===== src/sv/safs_pkg.sv =====
// Package for the sorted address floor search unit.
// Holds default sizes, operation codes and the table control struct.
// No dependencies.
package safs_pkg;

    localparam int TABLE_DEPTH  = 1024;
    localparam int ADDRESS_BITS = 32;
    localparam int NAME_BITS    = 16;

    localparam int INDEX_OUT_BITS = 10;
    localparam int NAME_OUT_BITS  = 16;

    typedef enum logic [1:0] {
        OP_CLEAR  = 2'd0,
        OP_APPEND = 2'd1,
        OP_LOOKUP = 2'd2
    } t_op;

    typedef struct packed {
        logic wr_en;
        logic rd_en;
    } t_tbl_ctl;

endpackage


===== src/sv/safs_ctrl.sv =====
// Search sequencer: entry count, binary search bounds and output register.
// Drives the table memory in safs_table. Uses safs_pkg.
module safs_ctrl #(
    parameter int DEPTH  = safs_pkg::TABLE_DEPTH,
    parameter int ADDR_W = safs_pkg::ADDRESS_BITS,
    parameter int NAME_W = safs_pkg::NAME_BITS,
    localparam int IW    = $clog2(DEPTH),
    localparam int CW    = $clog2(DEPTH + 1)
) (
    input  logic                                 i_clk,
    input  logic                                 i_rst_n,
    input  logic                                 i_valid,
    output logic                                 o_stall,
    input  logic [1:0]                           i_operation,
    input  logic [ADDR_W-1:0]                    i_query_address,
    input  logic                                 i_stall,
    output logic                                 o_valid,
    output logic                                 o_hit,
    output logic [safs_pkg::INDEX_OUT_BITS-1:0]  o_entry_index,
    output logic [safs_pkg::NAME_OUT_BITS-1:0]   o_name_offset,
    output safs_pkg::t_tbl_ctl                   o_ctl,
    output logic [IW-1:0]                        o_wr_addr,
    output logic [IW-1:0]                        o_rd_addr,
    input  logic [ADDR_W-1:0]                    i_rd_start,
    input  logic [NAME_W-1:0]                    i_rd_name
);

    typedef enum logic [2:0] {
        ST_IDLE  = 3'b001,
        ST_PROBE = 3'b010,
        ST_DONE  = 3'b100
    } t_state;

    t_state            r_state, n_state;
    logic [CW-1:0]     r_count, n_count;
    logic [CW-1:0]     r_lo, n_lo;
    logic [CW-1:0]     r_hi, n_hi;
    logic [ADDR_W-1:0] r_query, n_query;
    logic              r_hit, n_hit;
    logic              r_out_valid, n_out_valid;
    logic              r_out_hit, n_out_hit;
    logic [safs_pkg::INDEX_OUT_BITS-1:0] r_out_index, n_out_index;
    logic [safs_pkg::NAME_OUT_BITS-1:0]  r_out_name, n_out_name;

    logic [CW:0]   cur_sum;
    logic [CW-1:0] cur_mid;
    logic [CW-1:0] lo_nx, hi_nx;
    logic [CW:0]   nx_sum;
    logic [CW-1:0] lo_dec;
    logic [CW-1:0] idx;
    logic [31:0]   idx_wide;
    logic [31:0]   name_wide;
    logic          le;

    assign cur_sum  = {1'b0, r_lo} + {1'b0, r_hi};
    assign cur_mid  = cur_sum[CW:1];
    assign le       = (i_rd_start <= r_query);
    assign lo_nx    = le ? (cur_mid + CW'(1)) : r_lo;
    assign hi_nx    = le ? r_hi : cur_mid;
    assign nx_sum   = {1'b0, lo_nx} + {1'b0, hi_nx};
    assign lo_dec   = lo_nx - CW'(1);
    assign idx      = r_lo - CW'(1);
    assign idx_wide = 32'(idx);
    assign name_wide = 32'(i_rd_name);

    assign o_stall   = (r_state != ST_IDLE);
    assign o_wr_addr = r_count[IW-1:0];

    always_comb begin
        n_state     = r_state;
        n_count     = r_count;
        n_lo        = r_lo;
        n_hi        = r_hi;
        n_query     = r_query;
        n_hit       = r_hit;
        n_out_valid = r_out_valid && i_stall;
        n_out_hit   = r_out_hit;
        n_out_index = r_out_index;
        n_out_name  = r_out_name;
        o_ctl       = '0;
        o_rd_addr   = '0;
        unique case (r_state)
            ST_IDLE: begin
                if (i_valid) begin
                    case (i_operation)
                        safs_pkg::OP_CLEAR: begin
                            n_count = '0;
                        end
                        safs_pkg::OP_APPEND: begin
                            if (r_count < CW'(DEPTH)) begin
                                o_ctl.wr_en = 1'b1;
                                n_count     = r_count + CW'(1);
                            end
                        end
                        safs_pkg::OP_LOOKUP: begin
                            n_query = i_query_address;
                            n_lo    = '0;
                            n_hi    = r_count;
                            n_hit   = 1'b0;
                            if (r_count != '0) begin
                                o_ctl.rd_en = 1'b1;
                                o_rd_addr   = IW'(r_count >> 1);
                                n_state     = ST_PROBE;
                            end else begin
                                n_state = ST_DONE;
                            end
                        end
                        default: ;
                    endcase
                end
            end
            ST_PROBE: begin
                n_lo = lo_nx;
                n_hi = hi_nx;
                if (lo_nx < hi_nx) begin
                    o_ctl.rd_en = 1'b1;
                    o_rd_addr   = IW'(nx_sum[CW:1]);
                end else begin
                    n_hit   = (lo_nx != '0);
                    n_state = ST_DONE;
                    if (lo_nx != '0) begin
                        o_ctl.rd_en = 1'b1;
                        o_rd_addr   = lo_dec[IW-1:0];
                    end
                end
            end
            ST_DONE: begin
                if (!r_out_valid || !i_stall) begin
                    n_out_valid = 1'b1;
                    n_out_hit   = r_hit;
                    n_out_index = r_hit ? idx_wide[safs_pkg::INDEX_OUT_BITS-1:0] : '0;
                    n_out_name  = r_hit ? name_wide[safs_pkg::NAME_OUT_BITS-1:0] : '0;
                    n_state     = ST_IDLE;
                end
            end
            default: begin
                n_state = ST_IDLE;
            end
        endcase
    end

    always_ff @(posedge i_clk) begin
        if (!i_rst_n) begin
            r_state     <= ST_IDLE;
            r_count     <= '0;
            r_out_valid <= 1'b0;
        end else begin
            r_state     <= n_state;
            r_count     <= n_count;
            r_out_valid <= n_out_valid;
        end
    end

    always_ff @(posedge i_clk) begin
        r_lo        <= n_lo;
        r_hi        <= n_hi;
        r_query     <= n_query;
        r_hit       <= n_hit;
        r_out_hit   <= n_out_hit;
        r_out_index <= n_out_index;
        r_out_name  <= n_out_name;
    end

    assign o_valid       = r_out_valid;
    assign o_hit         = r_out_hit;
    assign o_entry_index = r_out_index;
    assign o_name_offset = r_out_name;

endmodule


===== config.mk =====
export PLATFORM = sky130hd
export DESIGN_NAME = safs_ctrl
export DESIGN_NICKNAME = d
export VERILOG_FILES = /design/src/sv/safs_pkg.sv /design/src/sv/safs_ctrl.sv
export SDC_FILE = /design/constraint.sdc
export NUM_CORES = 1
export LEC_CHECK = 0
export ABC_AREA = 1
export BUFFER_PORTS_ARGS = -buffer_cell sky130_fd_sc_hd__buf_2
export CORE_MARGIN = 2
export CORE_UTILIZATION = 57
export DETAILED_ROUTE_END_ITERATION = 10
export GPL_TIMING_DRIVEN = 1
export PLACE_DENSITY = 0.89
export RECOVER_POWER = 100
export SLEW_MARGIN = 20
export SYNTH_ARGS = -nofsm -noshare
export SYNTH_HDL_FRONTEND = slang
export SYNTH_SLANG_ARGS = --single-unit
export TNS_END_PERCENT = 10

===== constraint.sdc =====
create_clock -name i_clk -period 4.2 [get_ports i_clk]
set_input_delay 0.21 -clock i_clk [delete_from_list [all_inputs] [get_ports i_clk]]
set_output_delay 0.21 -clock i_clk [all_outputs]
set_load 0.03 [all_outputs]

Yosys cells after proc, flatten, opt, wreduce, memory -nomap -nowiden --
Index checks and enable logic that the tools add are counted.
Operators by class: equal/unequal tests 11, divide/modulo/power cells 0, $lt $le $gt $ge 3, multiply operators 0, reduce and logical (&&, ||, !) cells 15, bitwise operators 0, $add $sub $neg 6, shift-type cells 0, mux-type cells 37
Operators by type and width (count):
- $mux 11 | 7
- $pmux 11 s2 | 3
- $mux 10 | 5
- $le 32x32->1 | 1
- $add 11x1->11 const B | 2
- $reduce_bool 11->1 | 2
- $pmux 10 s2 | 1
- $sub 10x1->10 const B | 2
- $mux 3 | 5
- $add 11x11->12 | 1
- $mux 1 | 12
- $reduce_and 4->1 | 3
- $add 11x11->11 | 1
- $lt 11x11->1 | 1
- $lt 11x11->1 const B | 1
- $pmux 3 s3 | 1
- $ne 2x2->1 const B | 4
- $reduce_and 3->1 | 2
- $pmux 1 s2 | 2
- $reduce_bool 2->1 | 2
- $eq 3x1->1 const B | 1
- $eq 3x2->1 const B | 1
- $eq 3x3->1 const B | 1
- $ne 3x1->1 const B | 1
- 9 further kinds | 10
Word-level totals: register bits 97, bits of input ports 86, logic and storage cells 82, ROM bits 0, output and inout port bits 51, RAM bits 0, latch bits 0, memories 0

Depth between registers and ports, before layout --
depth after elaboration 7, gate-level depth with buffers 33, mapped depth without buffers 32

Least setup slack after synthesis --
No wires, ideal clock.
kind flip-flop to output port, from reg r_query[29], to out o_rd_addr[9], path slack 265 ps, buffers on the path 1, arrival time 3725 ps, cell stages (with the launch flop) 28, data required time 3990 ps, cells stage by stage edfxtp_1 -> inv_1 -> ha_1 -> a21oi_1 -> nor2_1 -> nor3_2 -> nand2_1 -> a21oi_1 -> nand2_4 -> nand2_4 -> inv_2 -> buf_6 -> o21ai_0 -> inv_1 -> fa_1 -> o31ai_1 -> a21boi_0 -> nor2_1 -> o21ai_0 -> nand2_1 -> nand2_1 -> nand2_1 -> nand3_1 -> nand2_1 -> nand2_1 -> nand3_1 -> nand3_1 -> nand2_1
On the way: word-level cells in the longest chain between the ends 6, elaborated cells on any way between the ends 10, classes of those cells 2 x add/sub; 2 x order compare; 5 x mux; 1 x reduce/logical
Ends and longest elaborated chain:
- start: declaration | RTL line safs_ctrl.sv:38 | logic [ADDR_W-1:0] r_query, n_query;
- start signal: assignment | RTL line safs_ctrl.sv:157 | r_query <= n_query;
- $le 32x32->1 (*) | RTL line safs_ctrl.sv:57 | assign le = (i_rd_start <= r_query);
- $mux 11 | RTL line safs_ctrl.sv:58 | assign lo_nx = le ? (cur_mid + CW'(1)) : r_lo;
- $sub 10x1->10 / $reduce_bool 11->1 (equally long branches) | RTL line safs_ctrl.sv:61, safs_ctrl.sv:121
- $mux 10 | RTL line safs_ctrl.sv:121 | if (lo_nx != '0) begin
- $mux 10 (*) | RTL line safs_ctrl.sv:115 | if (lo_nx < hi_nx) begin
- $pmux 10 s2 (*) | RTL line safs_ctrl.sv:82 | unique case (r_state)
- end: declaration | RTL line safs_ctrl.sv:23 | output logic [IW-1:0] o_rd_addr,
Mark *: on every way between the ends. The rest lies on a longest branch, timed or not.

Worst setup path in the final report --
from reg r_hi[0], to out o_rd_addr[9]
On the way: word-level cells in the longest chain between the ends 7, elaborated cells on any way between the ends 11, classes of those cells 4 x add/sub; 1 x order compare; 5 x mux; 1 x reduce/logical
Ends and longest elaborated chain:
- start: declaration | RTL line safs_ctrl.sv:37 | logic [CW-1:0] r_hi, n_hi;
- start signal: assignment | RTL line safs_ctrl.sv:156 | r_hi <= n_hi;
- $add 11x11->12 (*) | RTL line safs_ctrl.sv:55 | assign cur_sum = {1'b0, r_lo} + {1'b0, r_hi};
- $add 11x1->11 (*) | RTL line safs_ctrl.sv:58
- $mux 11 (*) | RTL line safs_ctrl.sv:58
- named net lo_nx[5] | RTL line safs_ctrl.sv:47 | logic [CW-1:0] lo_nx, hi_nx;
- $sub 10x1->10 / $reduce_bool 11->1 (equally long branches) | RTL line safs_ctrl.sv:61, safs_ctrl.sv:121
- $mux 10 | RTL line safs_ctrl.sv:121
- $mux 10 (*) | RTL line safs_ctrl.sv:115
- $pmux 10 s2 (*) | RTL line safs_ctrl.sv:82
Mark *: on every way through the listed nets, which the timed path passes. The rest lies on a longest branch.

==> metrics.txt <==
# TYPE chip_impl_metric gauge
chip_impl_metric{name="ctsHtreeMaxLevel",unit=""} 3
chip_impl_info{name="rsz0062_at_grt",value="yes"} 1
chip_impl_info{name="synth_top_family_by_area",value="simple AND/OR/NAND/NOR gates"} 1
chip_impl_metric{name="design.portCount",unit=""} 137
chip_impl_metric{name="grt_antenna_before_repair",unit=""} 0
chip_impl_metric{name="final_critical_path_setup_slack",unit="ns"} -0.245
chip_impl_metric{name="hold_viol_final",unit=""} 0
chip_impl_metric{name="synth.net_count",unit=""} 1052
chip_impl_metric{name="worstSkewPairLatency",unit="ns"} 0.36
chip_impl_metric{name="timing.critical_path.arrival",unit="ns"} 4.23
chip_impl_metric{name="worstPathBufferInverterCount",unit=""} 5
chip_impl_metric{name="detail_route.drc_violations",unit=""} 0
chip_impl_metric{name="synth_xor_xnor_area_share",unit="%"} 1.75
chip_impl_metric{name="max_freq",unit="MHz"} 225
chip_impl_metric{name="areaGrowthSynthToFinish",unit="%"} 27.9
chip_impl_info{name="violations",value="negative setup slack"} 1
chip_impl_metric{name="globalplace.congestion",unit=""} 0.999
chip_impl_metric{name="share_of_the_synthesized_area_in_compound_gates_ao_oa_aoi_oai",unit="%"} 8.68
chip_impl_metric{name="final.hold.worst_slack",unit="ns"} 0.0241
chip_impl_metric{name="peak_supply_drop",unit="mV"} 0.490
chip_impl_info{name="tritoncts",value="yes"} 1
chip_impl_metric{name="placedInstanceArea",unit="um^2"} 8010
chip_impl_metric{name="finalCritPeriodShare",unit="%"} 106
chip_impl_metric{name="drv.max_cap_violation_count",unit=""} 0
chip_impl_info{name="yosysTopAreaCell",value="edfxtp_1"} 1
chip_impl_metric{name="power.switching",unit="uW"} 4050
chip_impl_metric{name="synth.top_cell.area_share",unit="%"} 35.1
chip_impl_metric{name="critPathRequiredTime",unit="ns"} 3.99
chip_impl_metric{name="setup-violations-final",unit=""} 11
chip_impl_info{name="crit_top_cell",value="nand2_1"} 1
chip_impl_metric{name="ys_seq_elements",unit=""} 97
chip_impl_metric{name="power.internal",unit="uW"} 3890
chip_impl_metric{name="synth.avg_cell_area",unit="um^2"} 7.81
chip_impl_info{name="worstHoldPathType",value="in2reg"} 1
chip_impl_info{name="kind_of_capture_point_of_the_worst_setup_path",value="primary output"} 1
chip_impl_metric{name="mux_share_of_post_synthesis_cell_area",unit="%"} 0
chip_impl_metric{name="timing.clock.skew",unit="ns"} 0.00652
chip_impl_metric{name="antenna_violating_nets_post_route",unit=""} 0
chip_impl_metric{name="cts_buffers",unit=""} 9
chip_impl_metric{name="grt_pass1_vias",unit=""} 6279
chip_impl_metric{name="clkTransAtPathRegs",unit="ns"} 0.07
chip_impl_metric{name="share_comb_of_total_power",unit="%"} 72.2
chip_impl_metric{name="ys_types",unit=""} 43
chip_impl_metric{name="initial_utilization",unit="%"} 58.4
chip_impl_metric{name="synthesis.instances",unit=""} 897
chip_impl_metric{name="die_area",unit="um^2"} 13200
chip_impl_metric{name="report.final.slew_viol_count",unit=""} 0
chip_impl_metric{name="cellLeakagePower",unit="uW"} 0.00433
chip_impl_metric{name="wire_per_inst",unit="um"} 16.0
chip_impl_metric{name="core-area",unit="um^2"} 12000
chip_impl_metric{name="synth.yosys.seq_area_share",unit="%"} 39.4
chip_impl_metric{name="finish.instance_area",unit="um^2"} 8960
chip_impl_metric{name="grt_start_max_net_pins",unit=""} 37
chip_impl_metric{name="groute.usage.overall",unit="%"} 27.4
chip_impl_metric{name="layout_min_cycle_time",unit="ns"} 4.44
chip_impl_info{name="worst_setup_path_start_kind",value="register"} 1
chip_impl_info{name="top_cell_family_by_delay_on_the_critical_path",value="simple AND/OR/NAND/NOR gates"} 1
chip_impl_metric{name="portBuffers",unit=""} 136
chip_impl_metric{name="placement_rows",unit=""} 40
chip_impl_info{name="synth.area.top_cells",value="edfxtp_1 (35%), nand2_1 (12%), ha_1 (12%)"} 1
chip_impl_metric{name="post-place-ws",unit="ns"} 0.0338
chip_impl_metric{name="drtIter0Drc",unit=""} 904
chip_impl_metric{name="critPathMaxStageDelay",unit="ns"} 0.57
chip_impl_metric{name="finalWirelength",unit="mm"} 19.7
chip_impl_metric{name="sw_frac_of_total",unit="%"} 51.0
chip_impl_metric{name="gr-total-overflow",unit=""} 0
chip_impl_metric{name="clock_power_share",unit="%"} 9.8
chip_impl_metric{name="post_route_cells_drive_above_1_share",unit="%"} 26.7
chip_impl_metric{name="yosysWarningCount",unit=""} 0
chip_impl_metric{name="pwr-share-seq",unit="%"} 18.0
chip_impl_metric{name="cts_hold_buf",unit=""} 0
chip_impl_metric{name="layout.core_utilization",unit="%"} 74.6
chip_impl_metric{name="cts-root-to-sink-buffers",unit=""} 2
chip_impl_metric{name="worst-slew-pin-transition",unit="ns"} 1.47
chip_impl_metric{name="path_max_fanout",unit=""} 5
chip_impl_metric{name="die-height",unit="um"} 115
chip_impl_metric{name="first_pass_grt_wire_length",unit="mm"} 28.5
chip_impl_metric{name="cts.sink_count",unit=""} 97
chip_impl_info{name="critical-path-slowest-cell",value="fa_2"} 1
chip_impl_info{name="clock-root-buffer",value="clkbuf_16"} 1
chip_impl_metric{name="die_w",unit="um"} 115
chip_impl_metric{name="fillCellCount",unit=""} 821
chip_impl_metric{name="power.density_cell_area",unit="nW/um^2"} 885
chip_impl_metric{name="post_synth_instance_area",unit="um^2"} 7010
chip_impl_info{name="worstSetupPathType",value="reg2out"} 1
chip_impl_metric{name="dp_hpwl",unit="mm"} 12.9
chip_impl_metric{name="yosys.area_share.simple",unit="%"} 26.5
chip_impl_metric{name="routed-via-count",unit=""} 6845
chip_impl_metric{name="dr.pass1.iters",unit=""} 6
chip_impl_metric{name="timing.slew.headroom",unit="%"} 1.88
chip_impl_metric{name="route.detailed.vias_per_inst",unit=""} 5.54
chip_impl_metric{name="fin_nets",unit=""} 1239
chip_impl_metric{name="adder_cell_fraction_of_synth_area",unit="%"} 12.5
chip_impl_info{name="run_status",value="complete, but fails checks"} 1
chip_impl_metric{name="num_antenna_cells",unit=""} 0
## flip-flops by register name (all words and copies together) (netlist names)
| signal | count |
|---|---|
| o_entry_index | 10 |
| o_hit | 1 |
| o_name_offset | 16 |
| o_valid | 1 |
| r_count | 11 |
| r_hi | 11 |
| r_hit | 1 |
| r_lo | 11 |
| r_query | 32 |
| r_state | 3 |
## layer usage
metal | share of wire, % | routed length (um) | GRT usage [%]
met3 | 8.5 | 1670 | 3.53
met1 | 38 | 7480 | 33.3
met5 | 0 | 0 | 0
met4 | 4.0 | 788 | 11.7
met2 | 50 | 9780 | 48.9
## worst paths after layout
check                           from                 endpoint  slack (ns)  cells after the start
max                r_hi[0]$_DFFE_PP_             o_rd_addr[9]       -0.24                     29
max reg2reg        r_hi[0]$_DFFE_PP_      r_hit$_SDFFCE_PP0P_        0.36                     24
min              i_query_address[10]    r_query[10]$_DFFE_PP_        0.02                      1
min reg2reg  r_count[6]$_SDFFE_PN0P_  r_count[6]$_SDFFE_PN0P_        0.52                      1
## through the flow
step / power [uW] / TNS (ns) / std cells
floorplan: 4420 / 0 / 897
global placement: 5420 / 0 / 1194
detailed placement: 5540 / 0 / 1194
CTS: 6870 / -0.0251 / 1224
global route: 8470 / -2.99 / 1236
finish: 7940 / -1.27 / 1236
## cells in the final DEF (no fill, tap or decap), types with 4 or more instances in the layout
| cell type | Yosys | layout |
|---|---|---|
| clkbuf_16 | 0 | 9 |
| o21ai_1 | 4 | 7 |
| nand2_4 | 4 | 10 |
| nor2_4 | 2 | 8 |
| a21oi_2 | 3 | 6 |
| ha_1 | 67 | 56 |
| nand3_1 | 53 | 44 |
| a21oi_1 | 49 | 43 |
| nor2_2 | 8 | 9 |
| nor3_1 | 11 | 10 |
| nand2_2 | 21 | 31 |
| nand4_1 | 12 | 12 |
| buf_4 | 10 | 52 |
| edfxtp_1 | 82 | 82 |
| nor2_1 | 64 | 57 |
| inv_1 | 166 | 158 |
| inv_2 | 3 | 8 |
| o21ai_0 | 35 | 27 |
| ha_4 | 0 | 11 |
| xor2_1 | 9 | 9 |
| buf_2 | 0 | 88 |
| nand2_1 | 228 | 212 |
| nand3_2 | 3 | 10 |
| o21ai_2 | 0 | 4 |
| dfxtp_1 | 15 | 15 |
| clkbuf_1 | 6 | 42 |
| buf_6 | 3 | 14 |
## worst reg2reg max path: stages (launching register included)
cell and delay [ns]:
edfxtp_1 0.43, nand2_2 0.11, inv_2 0.06, fa_2 0.57, inv_2 0.05, nor2_2 0.12, nand3_2 0.13, nor2_4 0.15
buf_4 0.12, nand2_1 0.04, nand2_1 0.08, nand2_1 0.08, nand2_1 0.10, nand2_2 0.11, inv_2 0.11, ha_4 0.22
inv_2 0.09, nand4_1 0.15, nor4_4 0.19, nand2_1 0.13, nand3b_4 0.16, buf_4 0.13, buf_4 0.09, nand2_1 0.04
inv_1 0.09
## kinds of logic after synthesis
logic type,count (synthesis)
buffers and inverters,191
adder cells (fa/ha/maj),69
AO/OA/AOI/OAI,110
XOR/XNOR,14
flip-flops,97
AND/OR/NAND/NOR,416
## cell type report
cell class / instances / area (um^2) / area share, %
tap: 147 / 184 / 2.05
inverter: 172 / 654 / 7.30
multi-input combinational: 610 / 3960 / 44.2
clock inverter: 5 / 31.3 / 0.349
clock buffer: 11 / 233 / 2.60
sequential: 97 / 2760 / 30.8
timing repair buffer: 194 / 1140 / 12.7
## repair_timing
action / 4_1_cts / 5_1_grt
hold endpoints to repair: 0 / 0
cloned: 0 / 1
gates resized for setup: 64 / 66
buffers inserted: 14 / 11
setup endpoints to repair: 11 / 11
pin swaps: 25 / 33
## power by group through the flow
stage	Combinational [uW]	Clock [uW]	Sequential, uW
global route	6200	815	1450
CTS	4680	778	1410
floorplan	2980	0	1440
global placement	4000	0	1420
detailed placement	4120	0	1420
finish	5730	778	1430
## synth_stat cells, drive strengths merged
cell type and number:
o21a 2, dfxtp 15, nand3b 4, nand2 253, o21ai 39, buf 13, a221oi 1, nor2 74
nor3 12, clkinv 3, a21o 1, o221ai 1, inv 169, ha 67, clkbuf 6, o22ai 4
edfxtp 82, nor4 4, a21oi 52, o31ai 3, a21boi 1, xor2 9, o21bai 3, fa 2
xnor2 5, nand4 12, nand3 56, o211ai 1, a31oi 2, or2 1
Power figures use the tool's default switching activity.
